File: src/rtl/core/twod_pkg.sv
// Shared types, constants and helper functions of the odometry delta block.
`timescale 1ns / 1ps
package twod_pkg;

    localparam int CORDIC_STEPS = 24;
    localparam int ATAN_COUNT   = 30;
    localparam int ITER         = (CORDIC_STEPS < ATAN_COUNT) ? CORDIC_STEPS : ATAN_COUNT;

    localparam logic [1:0] REG_MPP = 2'd0;
    localparam logic [1:0] REG_AX  = 2'd1;
    localparam logic [1:0] REG_BY  = 2'd2;
    localparam logic [1:0] REG_MID = 2'd3;

    localparam logic signed [36:0] PI_Q29      = 37'sd1686629713;
    localparam logic signed [36:0] TWO_PI_Q29  = 37'sd3373259426;
    localparam logic signed [35:0] HALF_PI_Q30 = 36'sd1686629713;
    localparam logic signed [35:0] PI_Q30      = 36'sd3373259426;
    localparam logic signed [33:0] INV_GAIN    = 34'sd652032874;

    // One classified item between the front and the back.
    typedef struct packed {
        logic signed [31:0] dxb;
        logic signed [31:0] dyb;
        logic signed [31:0] ang;
        logic               neg;
    } t_work;

    function automatic logic signed [33:0] atan_q30(input int i);
        logic signed [33:0] v;
        case (i)
            0:  v = 34'sd843314857;
            1:  v = 34'sd497837829;
            2:  v = 34'sd263043837;
            3:  v = 34'sd133525159;
            4:  v = 34'sd67021687;
            5:  v = 34'sd33543516;
            6:  v = 34'sd16775851;
            7:  v = 34'sd8388437;
            8:  v = 34'sd4194283;
            9:  v = 34'sd2097149;
            default: v = 34'sd1 <<< (30 - i);
        endcase
        return v;
    endfunction

    function automatic logic signed [31:0] sat32(input logic signed [67:0] x);
        logic signed [31:0] r;
        if (x > 68'sd2147483647) begin
            r = 32'sh7FFFFFFF;
        end else if (x < -68'sd2147483648) begin
            r = 32'sh80000000;
        end else begin
            r = x[31:0];
        end
        return r;
    endfunction

endpackage

File: src/rtl/core/twod_queue.sv
// Short queue that decouples the front and the back.
`timescale 1ns / 1ps
module twod_queue (
    input  logic             i_clk,
    input  logic             i_rst_n,
    input  logic             i_wr,
    input  twod_pkg::t_work  i_data,
    output logic             o_full,
    input  logic             i_rd,
    output logic             o_empty,
    output twod_pkg::t_work  o_data
);
    import twod_pkg::*;

    t_work       r_mem [4];
    logic [1:0]  r_wp, r_rp;
    logic [2:0]  r_cnt;

    assign o_full  = (r_cnt == 3'd4);
    assign o_empty = (r_cnt == 3'd0);
    assign o_data  = r_mem[r_rp];

    always_ff @(posedge i_clk) begin
        if (!i_rst_n) begin
            r_wp  <= '0;
            r_rp  <= '0;
            r_cnt <= '0;
        end else begin
            if (i_wr) begin
                r_wp <= r_wp + 2'd1;
            end
            if (i_rd) begin
                r_rp <= r_rp + 2'd1;
            end
            r_cnt <= r_cnt + {2'd0, i_wr} - {2'd0, i_rd};
        end
    end

    always_ff @(posedge i_clk) begin
        if (i_wr) begin
            r_mem[r_wp] <= i_data;
        end
    end

endmodule

File: config.mk
export PLATFORM = sky130hd
export DESIGN_NAME = twod_queue
export DESIGN_NICKNAME = d
export VERILOG_FILES = /design/src/rtl/core/twod_pkg.sv /design/src/rtl/core/twod_queue.sv
export SDC_FILE = /design/constraint.sdc
export NUM_CORES = 1
export LEC_CHECK = 0
export BUFFER_PORTS_ARGS = -buffer_cell sky130_fd_sc_hd__buf_4
export CELL_PAD_IN_SITES_DETAIL_PLACEMENT = 1
export CELL_PAD_IN_SITES_GLOBAL_PLACEMENT = 1
export CORE_MARGIN = 5
export CORE_UTILIZATION = 47
export CTS_BUF_LIST = sky130_fd_sc_hd__clkbuf_4
export CTS_CLUSTER_SIZE = 8
export DETAILED_ROUTE_END_ITERATION = 12
export PLACE_DENSITY_LB_ADDON = 0.2
export SYNTH_ARGS = -nofsm -noshare
export SYNTH_HDL_FRONTEND = slang
export SYNTH_SLANG_ARGS = --single-unit
File: constraint.sdc
create_clock -name i_clk -period 3.6 [get_ports i_clk]
set_clock_uncertainty 0.1 [all_clocks]
set_input_delay 0.72 -clock i_clk [delete_from_list [all_inputs] [get_ports i_clk]]
set_output_delay 0.72 -clock i_clk [all_outputs]
set_load 0.1 [all_outputs]
==> impl_results.rst <==
.. list-table::
   :header-rows: 1

   * - Metric
     - Value
   * - I/O pin total
     - 200
   * - Worst slew margin relative to its limit
     - 62.8%
   * - Largest delay share family, worst path
     - buffers and inverters
   * - Fraction of the core area covered by cells at the end of the flow
     - between 50 and 60%
   * - Critical path's slowest cell
     - sky130_fd_sc_hd__mux4_2
   * - Largest area contributor in the netlist
     - sky130_fd_sc_hd__edfxtp_1
   * - Placer congestion estimate
     - around 0.7
   * - Die width
     - ~190 um
   * - Global-route met2 utilization
     - 29.1%
   * - Residual DRC count
     - 0
   * - Met3 GRT Util
     - 6.99%
   * - Setup repair after global routing missed its margin
     - no
   * - GRT overflow
     - 0
   * - Filler instances
     - 2670
   * - Combined area of all synthesized cells
     - 0.0144 mm2
   * - Post-CTS setup repair buffer count
     - 0
   * - H-tree level count
     - 3
   * - Worst min-delay path category
     - in -> reg
   * - Maximum capacitance violations
     - 0
   * - Period minus WS final
     - 3.26 ns
   * - Area enclosed by the die boundary
     - 0.0343 mm2
   * - Max incr delay on CP
     - roughly 0.60 ns
   * - Max Buffers Root-to-Sink
     - 3
   * - Global-route met1 utilization
     - 20.0%
   * - Kind of start point of the critical path
     - register
   * - Final total negative setup slack
     - 0 ns
   * - Library cell used as clock root buffer
     - sky130_fd_sc_hd__clkbuf_4
   * - All-layer global routing usage
     - 17.0%
   * - Data required time at the worst endpoint
     - 2.78 ns
   * - Area delta synth->final
     - 22.1%
   * - Leak pwr
     - a little over 6 nW
   * - Clock insertion delay at the later pin of the skew report
     - 0.67 ns
   * - Post-detailed-routing wire length
     - about 29000 um
   * - Most frequent standard cell in the layout excluding fill and tap cells
     - sky130_fd_sc_hd__edfxtp_1
   * - Max Freq
     - 0.307 GHz
   * - Worst hold slack across all endpoints
     - 0.110 ns
   * - Layout cells sized above 1
     - 51.8%
   * - Net count of the finished layout
     - 947
   * - Number of buffers inserted for hold repair after clock tree synthesis
     - 0
   * - Final count of pins violating max slew
     - 0
   * - Syn. warnings
     - 0
   * - Core area
     - slightly above 0.03 mm2
   * - Data arrival time of the critical path
     - around 2.4 ns
   * - Drt first pass iters
     - 4
   * - Setup violation total in the final timing report
     - 0
   * - Most area-consuming cells after synthesis
     - sky130_fd_sc_hd__edfxtp_1, sky130_fd_sc_hd__mux4_2, sky130_fd_sc_hd__dfxtp_1
   * - Crit Path Class
     - reg -> out
   * - Post-synthesis net count
     - between 600 and 700
   * - Number of synthesized register bits
     - 397
   * - Number of core rows
     - 64
   * - Average routed wire per standard cell
     - ~22 um
   * - Count of distinct cell types in the synthesized netlist
     - 20
   * - Highest ir drop seen on vdd
     - 0.000485 V
   * - Portion of the clock cycle consumed by the worst path in the final layout
     - around nine tenths
   * - Number of buffers added by the clock tree synthesis step
     - between 90 and 100
   * - Via count of the routed design
     - 6784
   * - Clock transition at the registers of the reported paths
     - 0.07 ns
   * - Violation count after the first detailed-route iteration
     - 390
   * - Number of global-route vias before repair
     - 7785
   * - Number of antenna-violating nets in the routed design
     - 0
   * - Effective utilization at floorplan
     - 47.4%
   * - Outcome
     - finished clean
   * - Busiest layer in global routing
     - met2
   * - Cells traversed along the worst timing path
     - buf_12, mux4_2, buf_4
   * - Number of vias per cell after detailed routing
     - 5.23
   * - Most frequent cells in the layout
     - sky130_fd_sc_hd__edfxtp_1, sky130_fd_sc_hd__buf_4, sky130_fd_sc_hd__clkbuf_4
   * - IO buf count
     - 199
   * - Worst Path Buf+Inv
     - 2
   * - Post-Syn Instances
     - 550
   * - Count of clock tree sinks
     - 397
   * - Initial antenna violation count
     - 4
   * - Sequential element share of the synthesized area
     - between 80% and 90%
   * - Number of instances resized during post-cts repair
     - 0
   * - Die Span Y
     - 185 um
   * - Pin count of the biggest net entering global routing
     - 54
   * - Power after layout
     - 11.0 mW
   * - Count of endpoints failing hold in the final timing report
     - 0
   * - Pin slew with the least headroom to its limit
     - approximately 0.56 ns
   * - First-pass GRT wire length
     - 43900 um
   * - Detailed placement HPWL
     - 18200 um
   * - Element type at the critical path end
     - output port
   * - Reg area
     - between 0.01 and 0.015 mm2
   * - Multi-input gate area in the final layout
     - 0.00243 mm2
   * - Area share of the largest cell type after synthesis
     - 80.8%
   * - CTS tree
     - yes
   * - Post-Synthesis Mean Instance Area
     - between 20 and 30 um2
   * - Power density normalized to cell area
     - between 600 and 700 mW/mm2
   * - Max FO, Critical Path
     - 42
-- where the power goes --
part	total, mW	switching (mW)	internal (mW)
logic	2.27	1.69	0.585
registers	5.39	0.0767	5.31
clock network	3.38	1.65	1.74
total	11.0	3.41	7.63
-- cell families after synthesis --
logic type | count (synthesis) | synth area share [%]
DFF | 397 | 82.0
xor gates and xnor gates | 3 | 0.286
adders and majority gates | 7 | 0.659
buffers and inverters | 29 | 1.21
and+or+nand+nor | 14 | 0.520
muxes | 98 | 15.2
AOI/OAI and AO/OA | 2 | 0.104
-- cells in the mapped netlist --
master,number
sky130_fd_sc_hd__a21bo_2,1
sky130_fd_sc_hd__a21oi_1,1
sky130_fd_sc_hd__and2_1,6
sky130_fd_sc_hd__and3_1,1
sky130_fd_sc_hd__buf_2,11
sky130_fd_sc_hd__buf_6,1
sky130_fd_sc_hd__buf_8,4
sky130_fd_sc_hd__clkbuf_1,6
sky130_fd_sc_hd__dfxtp_1,9
sky130_fd_sc_hd__edfxtp_1,388
sky130_fd_sc_hd__fa_1,1
sky130_fd_sc_hd__ha_1,6
sky130_fd_sc_hd__inv_1,7
sky130_fd_sc_hd__mux2i_1,1
sky130_fd_sc_hd__mux4_2,97
sky130_fd_sc_hd__nand3b_1,1
sky130_fd_sc_hd__nor2_1,5
sky130_fd_sc_hd__nor3_1,1
sky130_fd_sc_hd__xnor2_1,2
sky130_fd_sc_hd__xor3_1,1
-- sequential cells by signal, indices dropped and copies added, names as in the netlist, named ones only --
| signal | cells |
|---|---|
| r_wp | 2 |
| r_mem | 388 |
| r_cnt | 3 |
| r_rp | 2 |
-- routing by layer --
metal | wire [um] | vias to the layer above | share of wire, %
li1 | - | 2996 | -
met1 | 11000 | 3525 | 38
met2 | 15200 | 222 | 52
met3 | 2550 | 37 | 8.8
met4 | 371 | 4 | 1.3
met5 | 24 | - | 0.083
-- stage by stage --
step	cells	worst slack, ns	cell area (um2)
floorplan	550	0.0716	14400
global placement	1136	0.854	16500
detailed placement	1136	0.829	16500
CTS	1294	0.0530	17600
global route	1297	0.134	17600
finish	1297	0.345	17600
-- layout make-up --
class,instances,share of cell area (%)
Timing Repair Buffer,213,9.61
Clock inverter,22,0.625
Multi-Input combinational cell,124,13.8
Inverter,7,0.149
Antenna cell,2,0.0284
Tap cell,396,2.81
Sequential cell,397,67.2
Clock buffer,136,5.79
-- worst paths after layout --
path | start | to | slack, ns | depth (start not counted)
worst max-delay path | register | o_data[0] | 0.34 | 3
worst min-delay path | i_data[88] | r_mem[1][88] | 0.11 | 1
worst max register to register | r_wp[0] | r_mem[2][81] | 1.70 | 4
worst min register to register | r_rp[0] | register | 0.48 | 2
Power figures use the tool's default switching activity.
